## src/design/cfc_pkg.sv

```systemverilog
// cfc_pkg: types and constants shared by the frequency calibrator modules
// controller state, command and status structs, divider constants, sizes
// no dependencies
`timescale 1ns / 1ps

package cfc_pkg;

    // measuring windows per run and the width of the window index
    localparam int unsigned C_NUM_WINDOWS = 5;
    localparam int unsigned C_WIN_IDX_W   = 3;

    // reference rate and derived window and gap lengths
    localparam int unsigned C_CFG_W       = 32;
    localparam int unsigned C_CNT_W       = 64;
    localparam int unsigned C_WIN_LEN_W   = 26;
    localparam int unsigned C_GAP_LEN_W   = 23;

    // divide by 100: multiply by reciprocal, keep the bits above the shift
    localparam logic [30:0] C_DIV100_MAGIC = 31'd1374389535;
    localparam int unsigned C_DIV100_SHIFT = 37;
    localparam int unsigned C_WIN_PROD_W   = C_CFG_W + 31;

    // divide by 10 the same way
    localparam logic [31:0] C_DIV10_MAGIC  = 32'hCCCCCCCD;
    localparam int unsigned C_DIV10_SHIFT  = 35;
    localparam int unsigned C_GAP_PROD_W   = C_WIN_LEN_W + 32;

    // median search: repeated minimum passes over a ring of registers
    localparam int unsigned C_SORT_POS_W   = 3;
    localparam int unsigned C_SORT_PASS_W  = 2;

    // input transaction kinds and result status codes
    localparam logic C_KIND_START  = 1'b0;
    localparam logic C_KIND_SAMPLE = 1'b1;
    localparam logic C_STATUS_DONE = 1'b0;
    localparam logic C_STATUS_ERR  = 1'b1;

    typedef enum logic [7:0] {
        S_IDLE   = 8'b0000_0001,
        S_OPEN   = 8'b0000_0010,
        S_WINDOW = 8'b0000_0100,
        S_GAP    = 8'b0000_1000,
        S_MUL1   = 8'b0001_0000,
        S_MUL2   = 8'b0010_0000,
        S_SORT   = 8'b0100_0000,
        S_DONE   = 8'b1000_0000
    } t_state;

    typedef struct packed {
        logic start_run;
        logic mark_all;
        logic capture;
        logic mul1;
        logic push;
        logic sort_step;
        logic load_err;
        logic load_done;
    } t_cmd;

    typedef struct packed {
        logic cfg_busy;
        logic cfg_zero;
        logic win_done;
        logic gap_done;
        logic last_window;
        logic sort_done;
    } t_sts;

endpackage

```

## src/design/cfc_ctrl.sv

```systemverilog
// cfc_ctrl: calibration sequencer, one-hot state machine
// drives datapath commands and the input stall, reads datapath status
// depends on cfc_pkg
`timescale 1ns / 1ps

module cfc_ctrl (
    input  logic          i_clk,
    input  logic          i_rst_n,
    input  logic          i_in_valid,
    input  logic          i_kind,
    input  logic          i_out_full,
    input  cfc_pkg::t_sts i_sts,
    output logic          o_in_stall,
    output cfc_pkg::t_cmd o_cmd
);

    cfc_pkg::t_state r_state;
    cfc_pkg::t_state n_state;
    logic            w_take;
    logic            w_acc;

    // states that take transactions
    assign w_take = (r_state == cfc_pkg::S_IDLE) || (r_state == cfc_pkg::S_OPEN) ||
                    (r_state == cfc_pkg::S_WINDOW) || (r_state == cfc_pkg::S_GAP);

    // a start may produce a result, so it waits for a free output slot
    assign o_in_stall = i_sts.cfg_busy || !w_take ||
                        ((i_kind == cfc_pkg::C_KIND_START) && i_out_full);
    assign w_acc = i_in_valid && !o_in_stall;

    always_comb begin
        n_state = r_state;
        o_cmd   = '0;
        if (w_acc && (i_kind == cfc_pkg::C_KIND_START)) begin
            o_cmd.start_run = 1'b1;
            if (i_sts.cfg_zero) begin
                o_cmd.load_err = 1'b1;
                n_state        = cfc_pkg::S_IDLE;
            end else begin
                n_state = cfc_pkg::S_OPEN;
            end
        end else begin
            case (r_state)
                cfc_pkg::S_IDLE: begin
                    n_state = cfc_pkg::S_IDLE;
                end
                cfc_pkg::S_OPEN: begin
                    if (w_acc) begin
                        o_cmd.mark_all = 1'b1;
                        n_state        = cfc_pkg::S_WINDOW;
                    end
                end
                cfc_pkg::S_WINDOW: begin
                    if (w_acc && i_sts.win_done) begin
                        o_cmd.capture = 1'b1;
                        n_state       = cfc_pkg::S_MUL1;
                    end
                end
                cfc_pkg::S_GAP: begin
                    if (w_acc && i_sts.gap_done) begin
                        o_cmd.mark_all = 1'b1;
                        n_state        = cfc_pkg::S_WINDOW;
                    end
                end
                cfc_pkg::S_MUL1: begin
                    o_cmd.mul1 = 1'b1;
                    n_state    = cfc_pkg::S_MUL2;
                end
                cfc_pkg::S_MUL2: begin
                    o_cmd.push = 1'b1;
                    n_state    = i_sts.last_window ? cfc_pkg::S_SORT : cfc_pkg::S_GAP;
                end
                cfc_pkg::S_SORT: begin
                    o_cmd.sort_step = 1'b1;
                    if (i_sts.sort_done) begin
                        n_state = cfc_pkg::S_DONE;
                    end
                end
                cfc_pkg::S_DONE: begin
                    if (!i_out_full) begin
                        o_cmd.load_done = 1'b1;
                        n_state         = cfc_pkg::S_IDLE;
                    end
                end
                default: begin
                    n_state = cfc_pkg::S_IDLE;
                end
            endcase
        end
    end

    always_ff @(posedge i_clk) begin
        if (!i_rst_n) begin
            r_state <= cfc_pkg::S_IDLE;
        end else begin
            r_state <= n_state;
        end
    end

endmodule

```

## config.mk

```make
export PLATFORM = sky130hd
export DESIGN_NAME = cfc_ctrl
export DESIGN_NICKNAME = d
export VERILOG_FILES = /design/src/design/cfc_pkg.sv /design/src/design/cfc_ctrl.sv
export SDC_FILE = /design/constraint.sdc
export NUM_CORES = 1
export LEC_CHECK = 0
export BUFFER_PORTS_ARGS = -buffer_cell sky130_fd_sc_hd__buf_2
export CAP_MARGIN = 10
export CORE_UTILIZATION = 39
export CTS_CLUSTER_SIZE = 30
export DETAILED_ROUTE_END_ITERATION = 6
export PLACE_DENSITY = 0.75
export SLEW_MARGIN = 20
export SYNTH_ARGS = -nofsm -noshare
export SYNTH_HDL_FRONTEND = slang
export SYNTH_SLANG_ARGS = --single-unit
export TNS_END_PERCENT = 50
```

## constraint.sdc

```tcl
create_clock -name i_clk -period 2 [get_ports i_clk]
set_input_delay 0.1 -clock i_clk [delete_from_list [all_inputs] [get_ports i_clk]]
set_output_delay 0.1 -clock i_clk [all_outputs]
set_load 0.01 [all_outputs]
```

Word level (Yosys, flattened, before mapping)
Index checks and enable logic that the tools add are counted.
{ "op_classes": {"muxes": 24, "reduce_logical": 13, "n_eq_ne": 13, "bitwise_logic": 1} }
{ "op_table": {"columns": ["operator", "count"], "rows": [
  ["$pmux W8 S7", 1],
  ["$mux W8", 6],
  ["$mux W1", 13],
  ["$eq A8 B1 Y1 const B", 1],
  ["$eq A8 B2 Y1 const B", 1],
  ["$eq A8 B3 Y1 const B", 1],
  ["$eq A8 B4 Y1 const B", 1],
  ["$eq A8 B5 Y1 const B", 1],
  ["$eq A8 B6 Y1 const B", 1],
  ["$eq A8 B7 Y1 const B", 1],
  ["$eq A8 B8 Y1 const B", 1],
  ["$mux W7", 1],
  ["$ne A3 B1 Y1 const B", 2],
  ["$ne A3 B3 Y1 const B", 2],
  ["$logic_and A1 B1 Y1", 5],
  ["$logic_or A1 B1 Y1", 5],
  ["$mux W5", 1],
  ["$reduce_and A5 Y1", 1],
  ["$ne A3 B2 Y1 const B", 1],
  ["$logic_not A1 Y1", 2],
  ["$mux W2", 1],
  ["$pmux W1 S2", 1],
  ["$not A1 Y1", 1]
]} }
{ "word_totals": {"wordCells": 52, "in_bits": 11, "reg_bits": 8} }

Longest topological paths before layout
Gate-level depths: netlist of the first run.
{ "depth": {"word_depth": 13, "mapped_depth": 6, "depth_no_buf": 5} }

Worst setup path before layout of the first run
OpenSTA, ideal clock, no wires.
{ "synth_timing": {"path_kind": "reg-to-reg", "startpoint": "register r_state[1]", "endpoint": "register r_state[7]", "path_stages_with_launch": 7, "path_slack_ns": -0.042, "n_path_buf": 1, "setup_ns": 0.147, "arrival_ns": 1.896, "period_less_slack_ns": 2.042, "cell_sequence": "dfxtp_1 > buf_6 > or4_4 > or3_4 > or3b_4 > o21ai_0 > a221oi_2"} }
{ "synth_between": {"elab_chain_len": 12, "word_cells_on_any_way": 27, "cone_classes": "eq/ne (13); mux (2); reduce/logical (12)"} }
{ "synth_lines": {"columns": ["element", "line_no", "rtl"], "rows": [
  ["from (decl)", "cfc_ctrl.sv:17", "cfc_pkg::t_state r_state;"],
  ["from (signal assigned)", "cfc_ctrl.sv:94", "r_state <= cfc_pkg::S_IDLE;"],
  ["from (signal assigned)", "cfc_ctrl.sv:96", "r_state <= n_state;"],
  ["$eq A8 B1 Y1 / $eq A8 B2 Y1 (equally long branches)", "cfc_ctrl.sv:23, cfc_ctrl.sv:43", null],
  ["$logic_or A1 B1 Y1 (2 in series)", "cfc_ctrl.sv:23", "assign w_take = (r_state == cfc_pkg::S_IDLE) || (r_state == cfc_pkg::S_OPEN) ||"],
  ["$logic_or A1 B1 Y1", "cfc_ctrl.sv:24", "(r_state == cfc_pkg::S_WINDOW) || (r_state == cfc_pkg::S_GAP);"],
  ["$logic_not A1 Y1", "cfc_ctrl.sv:27", "assign o_in_stall = i_sts.cfg_busy || !w_take ||"],
  ["$logic_or A1 B1 Y1 (2 in series)", "cfc_ctrl.sv:27", null],
  ["$logic_not A1 Y1", "cfc_ctrl.sv:29", "assign w_acc = i_in_valid && !o_in_stall;"],
  ["$logic_and A1 B1 Y1", "cfc_ctrl.sv:29", null],
  ["$logic_and A1 B1 Y1, on equally long branches", "cfc_ctrl.sv:34, cfc_ctrl.sv:54, cfc_ctrl.sv:60", null],
  ["$ne A3 B1 Y1 (no line) (tied with other cells)", null, null],
  ["$reduce_and A5 Y1 (no line)", null, null]
]} }
Parallel ways exist; a longest one is shown, timed or not.
A chain may end at the register's enable or synchronous reset.

==> results of run 1 <==
[final cells by class]
class / count / area (um2) / area share (%)
clock buffer: 3 / 22.52 / 2.171
multi-input combinational: 73 / 576.8 / 55.61
timing repair buffer: 35 / 229.0 / 22.07
inverter: 4 / 15.01 / 1.448
sequential: 8 / 162.7 / 15.68
tap: 25 / 31.28 / 3.016
[stage by stage]
stage	utilization (%)	setup TNS [ns]	area [um2]	setup WS [ns]	hold WS, ns
after global routing	60.73	-1.280	1037	-0.1854	0.1453
after CTS	57.88	-0.4890	988.4	-0.1085	0.1015
final	60.73	-0.5394	1037	-0.1314	0.1123
after global placement	51.14	0	873.3	0.1076	0.3525
after floorplan	-	0	713.2	0.01189	0.1840
after detailed placement	51.14	0	873.3	0.04015	0.3575
[synth_stat cells, types with 2 or more instances]
cell      n  area (um2)
or4_4     2       22.52
inv_1     4       15.01
and3_1    2       12.51
nand3_1   2       10.01
a221oi_2  2       30.03
nor4_1    4       25.02
dfxtp_1   8       160.2
clkbuf_1  2       7.510
a21oi_1   5       25.02
o21a_1    2       15.01
nor2_1    9       33.78
nor3_1    4       20.02
buf_2     2       10.01
xnor2_1   3       26.28
o21ai_0   6       30.03
nand2_1   8       30.03
[placed cells by master (no fill, tap or decap), types with 3 or more instances in the layout]
master,Yosys,routed
xnor2_1,3,3
buf_4,0,14
nor2_1,9,9
nor3_1,4,3
o21ai_0,6,4
nor4_1,4,3
a21oi_1,5,5
inv_1,4,3
buf_2,2,18
dfxtp_1,8,6
clkbuf_4,0,3
buf_6,1,3
nand2_1,8,8
[worst register-to-register path, stage by stage (launching register included)]
cell      delay [ns]
dfxtp_2         0.32
or4_4           0.53
or3_4           0.36
or3b_4          0.43
buf_6           0.14
a221oi_2        0.23
[cells by family after synthesis]
group                     count (synthesis)  share of synthesized area [%]
and+or+nand+nor                          44                          38.27
AOI/OAI and AO/OA                        26                          28.57
buffers and inverters                    10                          6.877
DFF                                       8                          22.57
xor gates and xnor gates                  3                          3.704
[per-layer routing]
metal	track usage, %	vias to the layer above	wire length (um)
li1	-	412	-
met1	28.50	382	946
met2	38.53	26	1067
met3	2.449	2	62
met4	12.73	0	15
met5	0	-	0
[worst min-delay path by stage]
stage,startpoint,cells after the start,end,slack (ns)
2_1_floorplan,i_rst_n,1,r_state[0]$_SDFFE_PN1P_,0.18
3_3_place_gp,i_sts[1],3,r_state[6]$_SDFFE_PN0P_,0.35
3_5_place_dp,i_sts[1],3,r_state[6]$_SDFFE_PN0P_,0.36
4_1_cts,i_sts[1],3,r_state[6]$_SDFFE_PN0P_,0.10
5_1_grt,i_sts[1],3,r_state[6]$_SDFFE_PN0P_,0.15
6_report,i_sts[1],3,r_state[6]$_SDFFE_PN0P_,0.11
[what timing repair did]
| item | in CTS | in global routing |
|---|---|---|
| setup buffers | 3 | 4 |
| gates resized for setup | 13 | 4 |
| pin swaps | 5 | 4 |
| endpoints found under the setup margin | 6 | 12 |
| hold endpoints to repair | 0 | 0 |
[power breakdown]
| group | switching (W) | total [W] | internal [W] |
|---|---|---|---|
| clock network | 0.0000526 | 0.000121 | 0.0000685 |
| logic | 0.0000338 | 0.0000647 | 0.0000309 |
| registers | 0.000000256 | 0.000160 | 0.000160 |
| total | 0.0000866 | 0.000346 | 0.000260 |
==> out/summary.txt, run 1 <==
P per Cell Area -> 333.7 mW/mm2
unrepaired setup endpoints after global routing -> true
Mapped Nets -> 102
max reg flops -> 8
EDFF count, synth -> 0
Clock Tree Buf Depth -> 2
Max VDD drop -> 242.5 uV
Stages on worst setup path -> 5
Vias -> 822
GR Util All Layers -> 22.99%
Reg clk slew, reported paths -> 0.06 ns
delay-heaviest family, CP -> simple AND/OR/NAND/NOR gates
Final min period -> 2.131 ns
failing checks -> negative setup slack
IO Pins -> 20
slew margin rel. -> 72.33%
initial antenna violation count -> 0
final period utilization -> 106.6%
Final GP Congestion -> 0.8484
PortBufs -> 19
Seq/Total Area, Yosys -> 22.57%
Max Clock Freq -> 469.2 MHz
global-route wire length before repair -> 3353 um
HP Class -> in2reg
Critical Path End -> o_cmd[2]
R2R setup slack -> -0.09 ns
r2r startpoint -> r_state[0]$_SDFFE_PN1P_
Area Growth Syn to Fin -> 46.21%
nets@finish -> 136
Arr. time, crit path -> 2.03 ns
endpoints failing setup -> 8
Via density -> 5.554
Chip Width -> 44.65 um
kind of critical path -> reg2out
layout cells sized above 1 -> 46.34%
Total Routed Length -> 2092 um
Initial DRT Pass Iterations -> 4
CP Capture Type -> primary output
Final Max Tran Viols -> 0
Max-Cap Viols -> 0
CP peak stage delay -> 0.53 ns
row cnt -> 15
CTS tree -> built
top_reg_cell synth -> dfxtp_1
overall power -> 0.0003462 W
grt ovf -> 0
filler cell count -> 156
ys async rst share -> 0%
Crit path required time -> 1.90 ns
final worst setup slack -> -0.1314 ns
hold buffer count at cts -> 0
DRT antenna net count -> 0
Max stage delay cell, worst path -> or4_4
DR DRC count -> 0
post-synthesis cell count -> 91
clk_lat worst skew -> 0.25 ns
Fin. Hold Viols -> 0
H-tree level count -> 1
DRT iter0 DRCs -> 20
Die Y -> 44.65 um
Slew @ Worst Pin -> 0.4112 ns
Worst setup SP type -> flop
Clock Skew -> 0.007313 ns
DP HPWL -> 1534 um
vias in the first global route -> 794
crit path from -> r_state[0]$_SDFFE_PN1P_
die area -> 0.001994 mm2
initial core utilization -> 41.54%
root buffer cell -> clkbuf_4
Synth Cell Area -> 709.4 um2
pin count of the biggest net entering global routing -> 11
Buf+Inv Stages, Crit Path -> 2
core area -> 0.001708 mm2
Netlist cell types -> 42
CTS sink cnt -> 8
FF-to-FF End -> r_state[7]$_SDFFE_PN0P_
average size of a mapped cell -> 7.796 um2
number of warnings issued by yosys -> 0
ANT cells -> 0
WL per Instance -> 14.14 um
CP Max Fanout -> 3
static leakage -> 0.4292 nW
Top Registers -> r_state: 8 flops
Top reg by flops -> r_state
DP Cell Count -> 138
CP cell instances -> or4_4 -> or3_4 -> or3b_4 -> inv_2 -> buf_6
Final Non-Filler Cells -> 148
result of the run -> finished, violations left
CTS buffer count -> 3
Synth Register Bits -> 8
R2R depth -> 5
Note: power is estimated with default switching activity, not from simulation.
==> inputs of run 2 (changes only) <==
Settings changed: CORE_UTILIZATION 39 to 44, PLACE_DENSITY 0.75 to 0.82.
==> run 2 against run 1 <==
The run still ends with negative setup slack left. Largest cell class unchanged. Cell count down 7.4%. Sequential share of layout area up 0.41 points. Critical path depth down 1. Register-to-register slack worse by 0.02 ns. Combinational power up 2%. Flip-flop and latch count unchanged. Cell area down 1.8%. Worst hold slack better by 0.021 ns. Critical path type unchanged. Clock-buffer cell count unchanged. Fmax down 2.5%. Via count up 7.3%. Worst setup slack worse by 0.055 ns.
==> out/summary.txt, run 2 (same netlist as run 1, synthesis figures left out) <==
hold buffer count at cts -> 0 (unchanged)
CTS buffer count -> 3 (unchanged)
endpoints failing setup -> 9 (+1)
layout cells sized above 1 -> 47.93% (+1.6 points)
Buf+Inv Stages, Crit Path -> 1 (-1)
DP HPWL -> 1580 um (+3.0%)
WL per Instance -> 16.72 um (+18%)
global-route wire length before repair -> 3477 um (+3.7%)
PortBufs -> 19 (unchanged)
CTS tree -> built
CP cell instances -> or4_4 -> or3_4 -> nor4b_1 -> buf_2
Max VDD drop -> 259.3 uV (+6.9%)
clk_lat worst skew -> 0.27 ns (+0.02 ns)
DRT antenna net count -> 0 (unchanged)
Vias -> 882 (+7.3%)
Via density -> 6.438 (+16%)
initial core utilization -> 47.09% (+5.6 points)
Clock Tree Buf Depth -> 2 (unchanged)
Reg clk slew, reported paths -> 0.05 ns (about the same)
Final Core Density -> 67.61% (+6.9 points)
Arr. time, crit path -> 2.09 ns (+0.06 ns)
Fin. Hold Viols -> 0 (unchanged)
Clock Skew -> 0.01445 ns (+0.007136 ns)
vias in the first global route -> 775 (-2.4%)
CP Capture Type -> primary output
initial antenna violation count -> 0 (unchanged)
CTS sink cnt -> 8 (unchanged)
DRT iter0 DRCs -> 22 (+10%)
IO Pins -> 20 (unchanged)
final worst setup slack -> -0.1865 ns (-0.05507 ns)
row cnt -> 14 (-1)
Max stage delay cell, worst path -> or4_4
Final min period -> 2.186 ns (+0.05507 ns)
Final GP Congestion -> 0.8240 (-2.9%)
R2R setup slack -> -0.11 ns (-0.02 ns)
H-tree level count -> 1 (unchanged)
GR Util All Layers -> 25.94% (+3.0 points)
Max Clock Freq -> 457.4 MHz (-2.5%)
commonest cells after routing, fill and taps aside -> 17 x buf_2, 12 x buf_4, 8 x nand2_1, 7 x nor2_1
Slew @ Worst Pin -> 0.3652 ns (-0.04595 ns)
nets@finish -> 134 (-1.5%)
final setup TNS -> -0.9662 ns (-0.4268 ns)
most common cell after layout, fill and taps aside -> buf_2
Die Y -> 42.16 um (-5.6%)
Total Routed Length -> 2291 um (+9.5%)
Chip Width -> 42.16 um (-5.6%)
Placed Area -> 862.1 um2 (-1.3%)
HP Class -> in2reg
CP Max Fanout -> 4 (+1)
filler cell count -> 107 (-31%)
grt ovf -> 0 (unchanged)
Area Growth Syn to Fin -> 43.56%
DR DRC count -> 0 (unchanged)
FF-to-FF End -> r_state[7]$_SDFFE_PN0P_
Initial DRT Pass Iterations -> 4 (unchanged)
max reg flops -> 8 (unchanged)
delay-heaviest family, CP -> simple AND/OR/NAND/NOR gates
core area -> 0.001506 mm2 (-12%)
CP peak stage delay -> 0.54 ns (about the same)
Crit path required time -> 1.90 ns (about the same)
slew margin rel. -> 75.31% (+3.0 points)
crit path from -> r_state[3]$_SDFFE_PN0P_
pin count of the biggest net entering global routing -> 11 (unchanged)
Stages on worst setup path -> 4 (-1)
failing checks -> negative setup slack
Top Registers -> r_state: 8 flops
Final Max Tran Viols -> 0 (unchanged)
kind of critical path -> reg2out
P per Cell Area -> 354.1 mW/mm2 (+6.1%)
Critical Path End -> o_cmd[0]
R2R depth -> 5 (unchanged)
Top reg by flops -> r_state
result of the run -> finished, violations left
Max-Cap Viols -> 0 (unchanged)
Design Area, Final -> 0.001018 mm2 (-1.8%)
unrepaired setup endpoints after global routing -> true
root buffer cell -> clkbuf_4
static leakage -> 0.4243 nW (-1.2%)
final period utilization -> 109.3% (+2.8 points)
r2r startpoint -> r_state[3]$_SDFFE_PN0P_
die area -> 0.001777 mm2 (-11%)
ANT cells -> 0 (unchanged)
Worst setup SP type -> flop
[run 2: where the power goes]
part | internal [W] | leakage [nW] | switching [W] | total [W]
combinational | 0.0000292 | 0.344 | 0.0000367 | 0.0000659
sequential | 0.000160 | 0.0661 | 0.000000255 | 0.000160
clock | 0.0000692 | 0.0138 | 0.0000656 | 0.000135
[run 2: cell type report]
| cell class | count | area (um2) | area share, % |
|---|---|---|---|
| Tap cell | 16 | 20.02 | 1.966 |
| Inverter | 4 | 15.01 | 1.474 |
| Timing Repair Buffer | 33 | 220.2 | 21.62 |
| Clock buffer | 3 | 22.52 | 2.211 |
| Sequential cell | 8 | 163.9 | 16.09 |
| Multi-Input combinational cell | 73 | 576.8 | 56.63 |
[run 2: through the flow]
stage / total power [W] / std cells / worst slack (ns) / hold slack, ns
after global routing: 0.0003710 / 137 / -0.2066 / 0.1397
after global placement: 0.0002100 / 129 / 0.09049 / 0.3573
after detailed placement: 0.0002128 / 129 / -0.01762 / 0.3925
final: 0.0003606 / 137 / -0.1865 / 0.1337
after CTS: 0.0003460 / 136 / -0.1837 / 0.1355
after floorplan: 0.0001898 / 91 / 0.01189 / 0.1840
[run 2: worst min-delay path, stage by stage]
cell and delay, ns:
buf_2 0.10, a2bb2oi_1 0.06, nor2_1 0.09
[run 2: layer usage]
metal | share of wire, % | track usage (%)
met5 | 0 | 0
met2 | 51 | 43.75
met1 | 41 | 33.24
met3 | 7.1 | 6.466
met4 | 0.96 | 6.250
[run 2: repair_timing]
action / CTS / global route
gates cloned: 0 / 0
setup buffers: 4 / 1
resized for setup: 8 / 12
endpoints found under the setup margin: 9 / 14
pin swaps: 6 / 9
hold endpoints to repair: 0 / 0
[run 2: how the worst min path moves through the flow]
stage / slack (ns) / cells after the start / start / endpoint
2_1_floorplan: 0.18 / 1 / i_rst_n / r_state[0]$_SDFFE_PN1P_
3_3_place_gp: 0.36 / 3 / i_sts[1] / r_state[6]$_SDFFE_PN0P_
3_5_place_dp: 0.39 / 3 / i_sts[1] / r_state[6]$_SDFFE_PN0P_
4_1_cts: 0.14 / 3 / i_rst_n / r_state[7]$_SDFFE_PN0P_
5_1_grt: 0.14 / 3 / i_rst_n / r_state[7]$_SDFFE_PN0P_
6_report: 0.13 / 3 / i_sts[1] / r_state[6]$_SDFFE_PN0P_
==> inputs of run 3 (changes only) <==
Settings changed: PLACE_DENSITY 0.82 to 0.79, RECOVER_POWER set to 100, SETUP_SLACK_MARGIN set to 0.02.
Clock period 2 ns to 2.3 ns, I/O delays scaled along.
==> run 3 against run 2 <==
The run now ends clean. Combinational power fell by 30%. Sequential share of layout area increased by 2.1 points. Critical path depth is 1 higher. Core utilization is 5.6 points lower. Register-to-register slack improved by 0.19 ns. Routed wire length is 7.1% lower. Worst setup slack better by 0.24 ns. Non-clock buffer count decreased by 3. Critical endpoint is now o_cmd[2].
==> out/summary.txt, run 3 (same netlist as run 1, synthesis figures left out) <==
Final Core Density -> 61.96% (-5.6 points)
Total Routed Length -> 2129 um (-7.1%)
initial antenna violation count -> 0 (unchanged)
CTS buffer count -> 3 (unchanged)
most common cell after layout, fill and taps aside -> buf_2
ANT cells -> 0 (unchanged)
clk_lat worst skew -> 0.27 ns (about the same)
vias in the first global route -> 744 (-4.0%)
Initial DRT Pass Iterations -> 4 (unchanged)
CTS sink cnt -> 8 (unchanged)
CP Capture Type -> primary output
Max VDD drop -> 228.1 uV (-12%)
pin count of the biggest net entering global routing -> 11 (unchanged)
part of the power in registers -> 45.7% (+1.3 points)
Top reg by flops -> r_state
NetSw -> 0.00008415 W (-18%)
switch share -> 27.85% (-0.57 points)
DP Worst Slack -> 0.2393 ns (+0.2569 ns)
CP cell instances -> or4_4 -> or3_4 -> or3b_4 -> inv_1 -> buf_2
final hold slack -> 0.1130 ns (-0.02068 ns)
Top Registers -> r_state: 8 flops
PortBufs -> 19 (unchanged)
CP peak stage delay -> 0.49 ns (-0.05 ns)
Vias -> 856 (-2.9%)
Final GP Congestion -> 0.9449 (+15%)
Clock Tree Buf Depth -> 2 (unchanged)
HP Class -> in2reg
Chip Width -> 42.16 um (unchanged)
kind of critical path -> reg2out
commonest cells after routing, fill and taps aside -> 17 x buf_2, 11 x buf_4, 9 x nor2_1, 8 x nand2_1, 6 x o21ai_0
H-tree level count -> 1 (unchanged)
static leakage -> 0.3922 nW (-7.6%)
nets@finish -> 131 (-2.2%)
Combinational Power Share -> 15.3% (-3.0 points)
result of the run -> completed
filler cell count -> 143 (+34%)
die area -> 0.001777 mm2 (unchanged)
Arr. time, crit path -> 2.13 ns (+0.04 ns)
max reg flops -> 8 (unchanged)
root buffer cell -> clkbuf_4
delay-heaviest family, CP -> simple AND/OR/NAND/NOR gates
grt ovf -> 0 (unchanged)
DP HPWL -> 1480 um (-6.3%)
Worst setup SP type -> flop
DRT antenna net count -> 0 (unchanged)
Max-Cap Viols -> 0 (unchanged)
DRT iter0 DRCs -> 30 (+36%)
Reg clk slew, reported paths -> 0.07 ns (+0.02 ns)
Max stage delay cell, worst path -> or4_4
Buf+Inv Stages, Crit Path -> 2 (+1)
layout cells sized above 1 -> 39.83% (-8.1 points)
Max Clock Freq -> 444.7 MHz
WL per Instance -> 15.89 um (-5.0%)
final worst setup slack -> 0.05114 ns (+0.2376 ns)
global-route wire length before repair -> 3201 um (-7.9%)
Final Max Tran Viols -> 0 (unchanged)
endpoints failing setup -> 0 (-9)
P per Cell Area -> 323.6 mW/mm2 (-8.6%)
Slew @ Worst Pin -> 0.4509 ns (+0.08570 ns)
GR Util All Layers -> 23.61% (-2.3 points)
Crit path required time -> 2.18 ns (+0.28 ns)
Area Growth Syn to Fin -> 31.57%
core area -> 0.001506 mm2 (unchanged)
clock power share -> 39.0% (+1.6 points)
Design Area, Final -> 933.4 um2 (-8.4%)
initial core utilization -> 47.09% (unchanged)
Clock Skew -> 0.01304 ns (-0.001405 ns)
Via density -> 6.388 (-0.78%)
Fin. Hold Viols -> 0 (unchanged)
DR DRC count -> 0 (unchanged)
IO Pins -> 20 (unchanged)
Die Y -> 42.16 um (unchanged)
slew margin rel. -> 69.66% (-5.6 points)
final period utilization -> 97.78%
Final min period -> 2.249 ns
unrepaired setup endpoints after global routing -> true
Int Pwr -> 0.0002179 W (-16%)
CP Max Fanout -> 8 (+4)
Placed Area -> 828.3 um2 (-3.9%)
row cnt -> 14 (unchanged)
CTS tree -> built
-- run 3: cell types whose count changed in the layout (fill, tap and decap cells not counted), moves of 2 or more --
cell	previous run	this run
buf_6	4	0
clkbuf_1	0	2
dfxtp_4	0	2
nor2_1	7	9
nor3_1	2	4
nor3_2	2	0
-- run 3: through the flow --
step	power [W]	TNS [ns]	cells
floorplan	0.0001647	0	91
detailed placement	0.0001830	0	125
CTS	0.0003005	0	129
global route	0.0003155	-0.03728	134
global placement	0.0001818	0	125
finish	0.0003021	0	134
-- run 3: final timing paths --
path / to / start / cells past startpoint / slack, ns
min: r_state[6]$_SDFFE_PN0P_ / i_sts[1] / 3 / 0.11
max reg2reg: r_state[7]$_SDFFE_PN0P_ / r_state[2]$_SDFFE_PN0P_ / 6 / 0.08
max: o_cmd[2] / r_state[2]$_SDFFE_PN0P_ / 5 / 0.05
min reg2reg: r_state[1]$_SDFFE_PN0P_ / r_state[1]$_SDFFE_PN0P_ / 3 / 0.71
-- run 3: per-layer routing --
layer,vias up,share of wire [%],track usage [%]
li1,401,-,-
met1,399,38,27.39
met2,51,51,38.44
met3,5,8.9,5.172
met4,0,2.1,16.25
met5,-,0,0
-- run 3: layout make-up --
class,count,area [um2],share of cell area [%]
Multi-Input combinational cell,73,530.5,56.84
Inverter,4,15.01,1.609
Tap cell,16,20.02,2.145
Clock buffer,3,22.52,2.413
Timing Repair Buffer,30,175.2,18.77
Sequential cell,8,170.2,18.23
-- run 3: power by group through the flow --
stage	logic (W)	registers, W	clock network (W)
3_3_place_gp	0.0000390	0.000143	0
3_5_place_dp	0.0000401	0.000143	0
5_1_grt	0.0000504	0.000138	0.000127
6_report	0.0000462	0.000138	0.000118
2_1_floorplan	0.0000220	0.000143	0
4_1_cts	0.0000418	0.000140	0.000119
-- run 3: what timing repair did --
action / CTS / global route
setup buffers: 1 / 5
resized for setup: 1 / 9
pin swaps: 1 / 4
hold buffers: 0 / 0
setup endpoints to repair: 1 / 4
-- run 3: worst reg2reg max path: stages, from the launching register on --
cell	delay [ns]
dfxtp_2	0.37
or4_4	0.49
or3_4	0.42
or3b_4	0.41
buf_4	0.15
o21ai_0	0.20
a221oi_2	0.05
